File: src/design/affine_3x4_inverse_defines.svh
// ----------------------------------------------------------------------------
// Assertion macros for the affine 3x4 inverse block
// Concurrent checks that are compiled out of synthesis builds.
// ----------------------------------------------------------------------------
`ifndef AFFINE_3X4_INVERSE_DEFINES_SVH
`define AFFINE_3X4_INVERSE_DEFINES_SVH
`ifndef SYNTHESIS
// Consequent must hold in the same cycle as the antecedent.
`define AFF_ASSERT_SAME(label, ante, cons) \
    label: assert property (@(posedge clk) disable iff (!rst_n) (ante) |-> (cons)) \
        else $error("%m: same-cycle check failed");
// Consequent must hold in the cycle after the antecedent.
`define AFF_ASSERT_NEXT(label, ante, cons) \
    label: assert property (@(posedge clk) disable iff (!rst_n) (ante) |=> (cons)) \
        else $error("%m: next-cycle check failed");
`else
`define AFF_ASSERT_SAME(label, ante, cons)
`define AFF_ASSERT_NEXT(label, ante, cons)
`endif
`endif

File: src/design/aff_pkg.sv
// ----------------------------------------------------------------------------
// aff_pkg
// Widths, constants, types and helpers shared by the affine inverse block.
// ----------------------------------------------------------------------------
`default_nettype none
package aff_pkg;

    localparam int FRAC_BITS = 16;
    localparam int ELEM_W    = 32;
    localparam int DIM       = 3;
    localparam int LANES     = DIM + 1;
    localparam int PROD_W    = 2 * ELEM_W;
    localparam int ADJ_W     = PROD_W + 1;
    localparam int PART_W    = 2 * ELEM_W + 1;
    localparam int TERM_W    = ELEM_W + ADJ_W;
    localparam int DET_W     = TERM_W + 2;
    localparam int NUM_COL_W = ADJ_W + 2 * FRAC_BITS;
    localparam int NUM_SFT_W = DET_W + FRAC_BITS;
    localparam int NUM_W     = (NUM_COL_W > NUM_SFT_W) ? NUM_COL_W : NUM_SFT_W;
    localparam int QUO_W     = ELEM_W + 1;
    localparam int CMP_W     = ((NUM_W > DET_W + QUO_W) ? NUM_W : DET_W + QUO_W) + 1;

    localparam logic [1:0] LAST_ROW = 2'd2;
    localparam logic [ELEM_W-1:0] POS_SAT = {1'b0, {(ELEM_W-1){1'b1}}};
    localparam logic [ELEM_W-1:0] NEG_SAT = {1'b1, {(ELEM_W-1){1'b0}}};

    typedef struct packed {
        logic [DIM-1:0][ELEM_W-1:0]         m0;
        logic [DIM-1:0][ELEM_W-1:0]         s;
        logic [DIM-1:0][DIM-1:0][ADJ_W-1:0] adj;
    } cof_item_t;

    typedef struct packed {
        logic [DIM-1:0][DIM-1:0][ADJ_W-1:0] adj;
        logic [DET_W-1:0]                   det;
        logic [DIM-1:0][DET_W-1:0]          tsum;
        logic                               sing;
    } det_item_t;

    typedef struct packed {
        logic [LANES-1:0][NUM_W-1:0] rem;
        logic [LANES-1:0][QUO_W-1:0] quo;
        logic [LANES-1:0]            neg;
        logic [LANES-1:0]            ovf;
        logic [DET_W-1:0]            den;
        logic [1:0]                  row;
        logic                        sing;
    } div_stage_t;

    typedef struct packed {
        logic [LANES-1:0][ELEM_W-1:0] mag;
        logic [LANES-1:0]             sat;
        logic [LANES-1:0]             neg;
        logic [1:0]                   row;
        logic                         sing;
    } round_t;

    // Index i advanced by k, modulo the matrix dimension.
    function automatic int idx3(input int i, input int k);
        int j;
        j = i + k;
        if (j >= DIM) begin
            j = j - DIM;
        end
        return j;
    endfunction

endpackage
`default_nettype wire

File: src/design/aff_row_seq.sv
// ----------------------------------------------------------------------------
// aff_row_seq
// Holds one transform and issues its three rows, one per beat, as
// sign and magnitude numerators over the determinant magnitude.
// ----------------------------------------------------------------------------
`default_nettype none
module aff_row_seq (
    input  logic                clk,
    input  logic                rst_n,
    input  logic                adv,
    input  logic                in_valid,
    input  aff_pkg::det_item_t  in_item,
    output logic                front_adv,
    output logic                out_valid,
    output aff_pkg::div_stage_t out_stage
);
    import aff_pkg::*;

    det_item_t  hold_reg;
    logic       hvld_reg;
    logic       hvld_next;
    logic [1:0] cnt_reg;
    logic [1:0] cnt_next;
    logic       take;
    logic       d0v_reg;
    div_stage_t d0_reg;
    div_stage_t d0_next;

    // A new transform may load while the last row of the held one issues.
    assign take      = !hvld_reg || (cnt_reg == LAST_ROW);
    assign front_adv = adv && take;

    always_comb
    begin
        hvld_next = hvld_reg;
        cnt_next  = cnt_reg;
        if (adv)
        begin
            if (in_valid && take)
            begin
                hvld_next = 1'b1;
                cnt_next  = 2'd0;
            end
            else if (hvld_reg)
            begin
                if (cnt_reg == LAST_ROW)
                begin
                    hvld_next = 1'b0;
                    cnt_next  = 2'd0;
                end
                else
                begin
                    cnt_next = cnt_reg + 2'd1;
                end
            end
        end
    end

    always_comb
    begin
        logic [ADJ_W-1:0] a;
        logic [ADJ_W-1:0] amag;
        logic [DET_W-1:0] t;
        logic [DET_W-1:0] tmag;
        logic [DET_W-1:0] d;
        d = hold_reg.det;
        d0_next.den  = d[DET_W-1] ? (~d + 1'b1) : d;
        d0_next.row  = cnt_reg;
        d0_next.sing = hold_reg.sing;
        d0_next.quo  = '0;
        d0_next.ovf  = '0;
        for (int c = 0; c < DIM; c++)
        begin
            a    = hold_reg.adj[cnt_reg][c];
            amag = a[ADJ_W-1] ? (~a + 1'b1) : a;
            d0_next.rem[c] = NUM_W'(amag) << (2 * FRAC_BITS);
            d0_next.neg[c] = a[ADJ_W-1] ^ d[DET_W-1];
        end
        // The translation numerator is the negated sum, so its sign flips.
        t    = hold_reg.tsum[cnt_reg];
        tmag = t[DET_W-1] ? (~t + 1'b1) : t;
        d0_next.rem[DIM] = NUM_W'(tmag) << FRAC_BITS;
        d0_next.neg[DIM] = ~t[DET_W-1] ^ d[DET_W-1];
    end

    always_ff @(posedge clk or negedge rst_n)
    begin
        if (!rst_n)
        begin
            hvld_reg <= 1'b0;
            cnt_reg  <= 2'd0;
            d0v_reg  <= 1'b0;
        end
        else
        begin
            hvld_reg <= hvld_next;
            cnt_reg  <= cnt_next;
            if (adv)
            begin
                d0v_reg <= hvld_reg;
            end
        end
    end

    always_ff @(posedge clk)
    begin
        if (front_adv && in_valid)
        begin
            hold_reg <= in_item;
        end
        if (adv)
        begin
            d0_reg <= d0_next;
        end
    end

    assign out_valid = d0v_reg;
    assign out_stage = d0_reg;
endmodule
`default_nettype wire

File: config.mk
export PLATFORM = sky130hd
export DESIGN_NAME = aff_row_seq
export DESIGN_NICKNAME = d
export VERILOG_FILES = /design/src/design/affine_3x4_inverse_defines.svh /design/src/design/aff_pkg.sv /design/src/design/aff_row_seq.sv
export SDC_FILE = /design/constraint.sdc
export NUM_CORES = 2
export LEC_CHECK = 0
export BUFFER_PORTS_ARGS = -buffer_cell sky130_fd_sc_hd__clkbuf_2
export CORE_AREA = 5 5 648 650
export CTS_CLUSTER_SIZE = 10
export DETAILED_ROUTE_END_ITERATION = 6
export DIE_AREA = 0 0 653 655
export PLACE_DENSITY = 0.34
export REMOVE_ABC_BUFFERS = 1
export SLEW_MARGIN = 20
export SYNTH_ARGS = -nofsm -noshare
export SYNTH_HDL_FRONTEND = slang
export SYNTH_SLANG_ARGS = --single-unit
File: constraint.sdc
create_clock -name clk -period 30 [get_ports clk]
set_clock_uncertainty 0.2 [all_clocks]
set_input_delay 4.5 -clock clk [delete_from_list [all_inputs] [get_ports clk]]
set_output_delay 4.5 -clock clk [all_outputs]
set_load 0.02 [all_outputs]
After elaboration in Yosys (flattened, before gate mapping)
Cells that the tools add are included.
{"block": "op_classes", "add_sub_neg": 6, "n_lt_le_gt_ge": 1, "n_eq_ne": 1, "muxes": 15, "bitwise": 10, "n_reduce_logical": 7}
{"operator": "binary-select mux 195 bit (select 2 bit)", "count": 1}
{"operator": "adder 99 x 1 -> 99 bit, second input constant", "count": 2}
{"operator": "binary-select mux 99 bit (select 2 bit)", "count": 1}
{"operator": "inverter 99 bit", "count": 2}
{"operator": "2-to-1 mux 98 bit", "count": 2}
{"operator": "adder 65 x 1 -> 65 bit, second input constant", "count": 3}
{"operator": "2-to-1 mux 195 bit", "count": 1}
{"operator": "inverter 65 bit", "count": 3}
{"operator": "2-to-1 mux 64 bit", "count": 3}
{"operator": "2-to-1 mux 99 bit", "count": 1}
{"operator": "2-to-1 mux 2 bit", "count": 3}
{"operator": "bitwise XOR 1 bit", "count": 4}
{"operator": "logical AND 1 bit", "count": 3}
{"operator": "less-than comparator 2 x 3 -> 1 bit, second input constant", "count": 1}
{"operator": "2-to-1 mux 1 bit", "count": 3}
{"operator": "adder 2 x 1 -> 2 bit, second input constant", "count": 1}
{"operator": "== test 2 bit, second input constant", "count": 1}
{"operator": "AND reduction 2 bit", "count": 1}
{"operator": "nonzero test 2 bit", "count": 1}
{"operator": "logical NOT 1 bit", "count": 1}
{"operator": "logical OR 1 bit", "count": 1}
{"operator": "inverter 1 bit", "count": 1}
{"block": "word_totals", "reg_bits": 1386, "inputBits": 986, "out_inout_bits": 704, "elab_cells": 70}

Logic depth before layout (Yosys ltp)
{"block": "logic_depth", "depth_word": 5, "ltp_mapped": 16, "depth_no_buf": 10}

Worst setup path after synthesis
Ideal clock, no wire load.
{"block": "synth_timing", "path_type": "input -> register", "from": "input port adv", "to": "register hold_reg, in the netlist d0_next[0], enable pin", "setup_ns": 1.494, "arrival_time_ns": 26.741, "required_time_ns": 28.306, "slack_ns": 1.566, "stages": 1, "n_path_buf": 0, "path_cell_list": "and3_1"}
{"block": "synth_via", "elab_chain_cells": 2}
{"element": "from (decl)", "line_no": "aff_row_seq.sv:10", "source": "input logic adv,"}
{"element": "logical AND 1 bit", "line_no": "aff_row_seq.sv:31", "source": "assign front_adv = adv && take;"}
{"element": "logical AND 1 bit", "line_no": "aff_row_seq.sv:107", "source": "if (front_adv && in_valid)"}
{"element": "to (signal assigned)", "line_no": "aff_row_seq.sv:109", "source": "hold_reg <= in_item;"}
{"element": "to (decl)", "line_no": "aff_row_seq.sv:19", "source": "det_item_t hold_reg;"}
No other way between the ends.
A chain may end at the register's enable or synchronous reset.

Worst setup path after layout
{"block": "layout_timing", "from": "input port adv", "to": "output port front_adv"}
{"block": "layout_via", "elab_chain_cells": 1}
{"element": "logical AND 1 bit", "line_no": "aff_row_seq.sv:31"}
{"element": "to (decl)", "line_no": "aff_row_seq.sv:13", "source": "output logic front_adv,"}
No other way between the ends.

==> flow_results.xml <==
<?xml version="1.0" encoding="UTF-8"?>
<metrics>
  <group name="run_status">
    <metric name="status" unit="">finished, final reports clean</metric>
  </group>
  <group name="cts">
    <metric name="numCtsBuffers" unit="">184</metric>
    <metric name="clock_sinks" unit="">1386</metric>
    <metric name="clk_pin_slew_worst_paths" unit="ns">0.06</metric>
    <metric name="clock_insertion_delay_worst_skew" unit="ns">0.88</metric>
    <metric name="clock_tree_from_tritoncts" unit="">done</metric>
    <metric name="clock_root_buffer" unit="">sky130_fd_sc_hd__clkbuf_16</metric>
    <metric name="htree_num_levels" unit="">4</metric>
    <metric name="cts_repair_resize_count" unit="">0</metric>
    <metric name="post_cts_buffers" unit="">0</metric>
    <metric name="clockBufferDepth" unit="">4</metric>
    <metric name="cts_hold_buffers" unit="">0</metric>
  </group>
  <group name="global_routing">
    <metric name="grt_start_max_net_pins" unit="">178</metric>
    <metric name="via_count_of_the_first_global_routing_pass" unit="">39000</metric>
    <metric name="first_pass_grt_wire_length" unit="mm">364</metric>
    <metric name="globalRouteTotalUtil" unit="%">12.5</metric>
    <metric name="grt-ovfl-total" unit="">0</metric>
    <metric name="antenna_found_initial" unit="">141</metric>
  </group>
  <group name="timing">
    <metric name="setup-violations-final" unit="">0</metric>
    <metric name="period_share" unit="%">33.7</metric>
    <metric name="finalWorstPathRequiredPeriod" unit="ns">10.11</metric>
    <metric name="final_number_of_max_transition_violations" unit="">0</metric>
    <metric name="timing_worst_slew_pin_value" unit="ns">1.20</metric>
    <metric name="hold_slack_final" unit="ns">0.248</metric>
    <metric name="unrepaired_setup_endpoints_after_global_routing" unit="">false</metric>
    <metric name="timing.slew.headroom" unit="%">20.1</metric>
    <metric name="final_hold_vio_count" unit="">0</metric>
    <metric name="fin_setup_tns" unit="ns">0</metric>
    <metric name="highest_achievable_clock_rate" unit="MHz">98.9</metric>
  </group>
  <group name="final_layout">
    <metric name="fillCellCount" unit="">44800</metric>
    <metric name="fin_area" unit="mm^2">0.0774</metric>
    <metric name="largest_register_ffs" unit="">981</metric>
    <metric name="share_of_post_route_cells_with_drive_strength_above_1" unit="%">32.8</metric>
    <metric name="sequential_cell_area" unit="mm^2">0.0416</metric>
    <metric name="layout-area-overhead-vs-synth" unit="%">30.4</metric>
    <metric name="finalNetCount" unit="">6291</metric>
    <metric name="postLayoutCoreUtil" unit="%">18.8</metric>
    <metric name="total_area_of_multi_input_combinational_cells" unit="mm^2">0.0156</metric>
  </group>
  <group name="yosys">
    <metric name="number_of_flops_mapped_to_enable_cells_by_yosys" unit="">1382</metric>
    <metric name="synth.distinct_cells" unit="">83</metric>
    <metric name="yosysTopAreaCellShare" unit="%">69.9</metric>
    <metric name="ys_top_cells_by_area" unit="">sky130_fd_sc_hd__edfxtp_1 70%, sky130_fd_sc_hd__mux2i_1 5.0%, sky130_fd_sc_hd__buf_4 4.1%</metric>
    <metric name="synth_sequential_area_ratio" unit="%">70.0</metric>
    <metric name="yosysWarningCount" unit="">0</metric>
    <metric name="syn_avg_cell_area" unit="um^2">15.5</metric>
    <metric name="cells_after_synthesis" unit="">3820</metric>
    <metric name="dominantRegCellSynth" unit="">sky130_fd_sc_hd__edfxtp_1</metric>
    <metric name="async_reset_ff_share" unit="%">0.289</metric>
    <metric name="synth.ff_latch_count" unit="">1386</metric>
    <metric name="synth_top_cell_by_area" unit="">sky130_fd_sc_hd__edfxtp_1</metric>
    <metric name="synth.cell_area" unit="mm^2">0.0594</metric>
  </group>
  <group name="placed_design">
    <metric name="detailed_place_hpwl" unit="mm">227</metric>
    <metric name="gpl.final_weighted_congestion" unit="">0.829</metric>
    <metric name="postPlaceCellArea" unit="mm^2">0.0717</metric>
    <metric name="number_of_port_buffers" unit="">1387</metric>
  </group>
  <group name="power_and_ir_drop">
    <metric name="cellPowerDensity" unit="mW/mm^2">105</metric>
    <metric name="vdd.ir_drop.worst" unit="mV">0.0591</metric>
    <metric name="p_leak" unit="nW">27.6</metric>
    <metric name="design_power_total" unit="mW">8.13</metric>
  </group>
  <group name="routing">
    <metric name="detailedRoute.firstIterationViolations" unit="">2697</metric>
    <metric name="viasPerCell" unit="">3.52</metric>
    <metric name="dr_drc_count" unit="">0</metric>
    <metric name="dr_total_vias" unit="">38500</metric>
    <metric name="routed_wl" unit="mm">284</metric>
    <metric name="final_routed_wire_length_divided_by_cell_count" unit="um">26.0</metric>
    <metric name="detail_route.first_pass.iterations" unit="">5</metric>
    <metric name="antenna_left" unit="">0</metric>
  </group>
  <group name="setup_path">
    <metric name="path_max_fanout" unit="">58</metric>
    <metric name="critical_path_required" unit="ns">25.30</metric>
    <metric name="critical_path.startpoint_type" unit="">input port</metric>
    <metric name="worst-endpoint-arrival" unit="ns">5.41</metric>
    <metric name="setup.reg_to_reg.worst_slack" unit="ns">23.10</metric>
    <metric name="worst-r2r-cell-count" unit="">11</metric>
    <metric name="crit_end_category" unit="">output pin</metric>
    <metric name="path_class" unit="">in -&gt; out</metric>
  </group>
  <group name="hold_path">
    <metric name="hold_depth" unit="">0</metric>
    <metric name="holdCritPathClass" unit="">reg -&gt; reg</metric>
  </group>
  <group name="die">
    <metric name="fp-row-count" unit="">236</metric>
    <metric name="initial_core_util" unit="%">14.4</metric>
    <metric name="design.portCount" unit="">1690</metric>
    <metric name="floorplan.core_area" unit="mm^2">0.413</metric>
    <metric name="die_height" unit="um">655</metric>
    <metric name="die-width" unit="um">653</metric>
    <metric name="die_area" unit="mm^2">0.428</metric>
  </group>
  <group name="flow_run">
    <metric name="max-cap-violations" unit="">0</metric>
  </group>
</metrics>
==> area by class of cell <==
cell class | count | share of cell area [%]
antenna | 30 | 0.0969
tap | 5474 | 8.84
clock buffer | 238 | 6.21
timing repair buffer | 1449 | 9.68
multi-input combinational | 2251 | 20.2
sequential | 1386 | 53.7
clock inverter | 72 | 1.13
inverter | 28 | 0.136
==> per-layer routing <==
layer,global-route usage (%),wire length [um]
met1,14.8,111000
met2,21.7,141000
met3,4.00,23700
met4,3.50,7740
met5,0,118
==> Yosys cell counts, types with 6 or more instances <==
cell type and n:
sky130_fd_sc_hd__and4_1 7, sky130_fd_sc_hd__edfxtp_1 1382, sky130_fd_sc_hd__xnor2_1 248, sky130_fd_sc_hd__buf_4 322
sky130_fd_sc_hd__o21ai_0 129, sky130_fd_sc_hd__nand2b_1 13, sky130_fd_sc_hd__a21o_1 8, sky130_fd_sc_hd__buf_1 10
sky130_fd_sc_hd__inv_1 28, sky130_fd_sc_hd__or4_1 14, sky130_fd_sc_hd__nor4_4 6, sky130_fd_sc_hd__o41ai_1 16
sky130_fd_sc_hd__or3_1 15, sky130_fd_sc_hd__nor2_1 182, sky130_fd_sc_hd__a21oi_1 146, sky130_fd_sc_hd__a31oi_1 69
sky130_fd_sc_hd__a2bb2oi_2 8, sky130_fd_sc_hd__xor2_1 134, sky130_fd_sc_hd__o31ai_1 43, sky130_fd_sc_hd__and3_1 19
sky130_fd_sc_hd__buf_6 39, sky130_fd_sc_hd__nor2b_1 22, sky130_fd_sc_hd__nand2_1 146, sky130_fd_sc_hd__mux2i_1 294
sky130_fd_sc_hd__and2_1 14, sky130_fd_sc_hd__nand3_1 26, sky130_fd_sc_hd__nor3_1 39, sky130_fd_sc_hd__a2bb2oi_1 70
sky130_fd_sc_hd__buf_2 43, sky130_fd_sc_hd__nor4_1 19, sky130_fd_sc_hd__clkbuf_1 41, sky130_fd_sc_hd__or4_4 7
sky130_fd_sc_hd__o2bb2ai_1 124, sky130_fd_sc_hd__nand4_1 14, sky130_fd_sc_hd__a41oi_1 13
==> layout by cell type, fill, tap and decap left out, types with 14 or more instances in the layout <==
cell type,instances
sky130_fd_sc_hd__clkinv_1,21
sky130_fd_sc_hd__or3_1,15
sky130_fd_sc_hd__nand2_1,146
sky130_fd_sc_hd__nor4_1,18
sky130_fd_sc_hd__conb_1,302
sky130_fd_sc_hd__clkbuf_2,1386
sky130_fd_sc_hd__and2_1,14
sky130_fd_sc_hd__nand3_1,26
sky130_fd_sc_hd__inv_1,28
sky130_fd_sc_hd__a21oi_1,142
sky130_fd_sc_hd__xor2_1,134
sky130_fd_sc_hd__mux2i_1,294
sky130_fd_sc_hd__nand4_1,14
sky130_fd_sc_hd__a2bb2oi_1,70
sky130_fd_sc_hd__o31ai_1,43
sky130_fd_sc_hd__nor3_1,39
sky130_fd_sc_hd__clkbuf_1,54
sky130_fd_sc_hd__nor2_1,182
sky130_fd_sc_hd__clkbuf_16,184
sky130_fd_sc_hd__o41ai_1,16
sky130_fd_sc_hd__xnor2_1,248
sky130_fd_sc_hd__diode_2,30
sky130_fd_sc_hd__buf_4,56
sky130_fd_sc_hd__and3_1,18
sky130_fd_sc_hd__nor2b_1,20
sky130_fd_sc_hd__or4_1,14
sky130_fd_sc_hd__o2bb2ai_1,122
sky130_fd_sc_hd__a31oi_1,69
sky130_fd_sc_hd__clkinv_2,20
sky130_fd_sc_hd__o21ai_0,128
sky130_fd_sc_hd__edfxtp_1,1382
==> cell families after synthesis <==
family          after synthesis  synth area share, %
compound gates              649                 7.62
xor+xnor                    382                 5.63
fa+ha+maj                     5                0.105
buf+inv                     484                 5.70
flops                      1386                 70.0
mux                         295                 4.97
other cells                   1              0.00631
simple gates                618                 5.92
==> where the power goes <==
| part | leakage [nW] | internal, mW | switching, mW |
|---|---|---|---|
| sequential | 12.9 | 2.73 | 0.206 |
| clock | 2.74 | 1.24 | 0.902 |
| combinational | 12.0 | 0.885 | 2.18 |
==> critical path, stage by stage <==
cell	delay (ns)
sky130_fd_sc_hd__buf_8	0.35
sky130_fd_sc_hd__and2_1	0.24
sky130_fd_sc_hd__clkbuf_2	0.17
==> metrics by stage <==
stage / std cells / setup WS, ns
4_1_cts: 10900 / 19.93
6_report: 10900 / 19.89
3_3_place_gp: 10600 / 19.90
5_1_grt: 10900 / 19.86
2_1_floorplan: 3665 / -13.76
3_5_place_dp: 10600 / 19.92
==> worst paths after layout <==
check	from	to
min in group asynchronous	rst_n	out_valid
setup / recovery	adv	front_adv
hold / removal	d0_next[0]	out_stage[0]
setup reg to reg	cnt_reg[1]	out_stage[691]
hold reg to reg	d0_next[0]	out_stage[0]
max in group asynchronous	rst_n	cnt_reg[1]
Power figures use the tool's default switching activity.
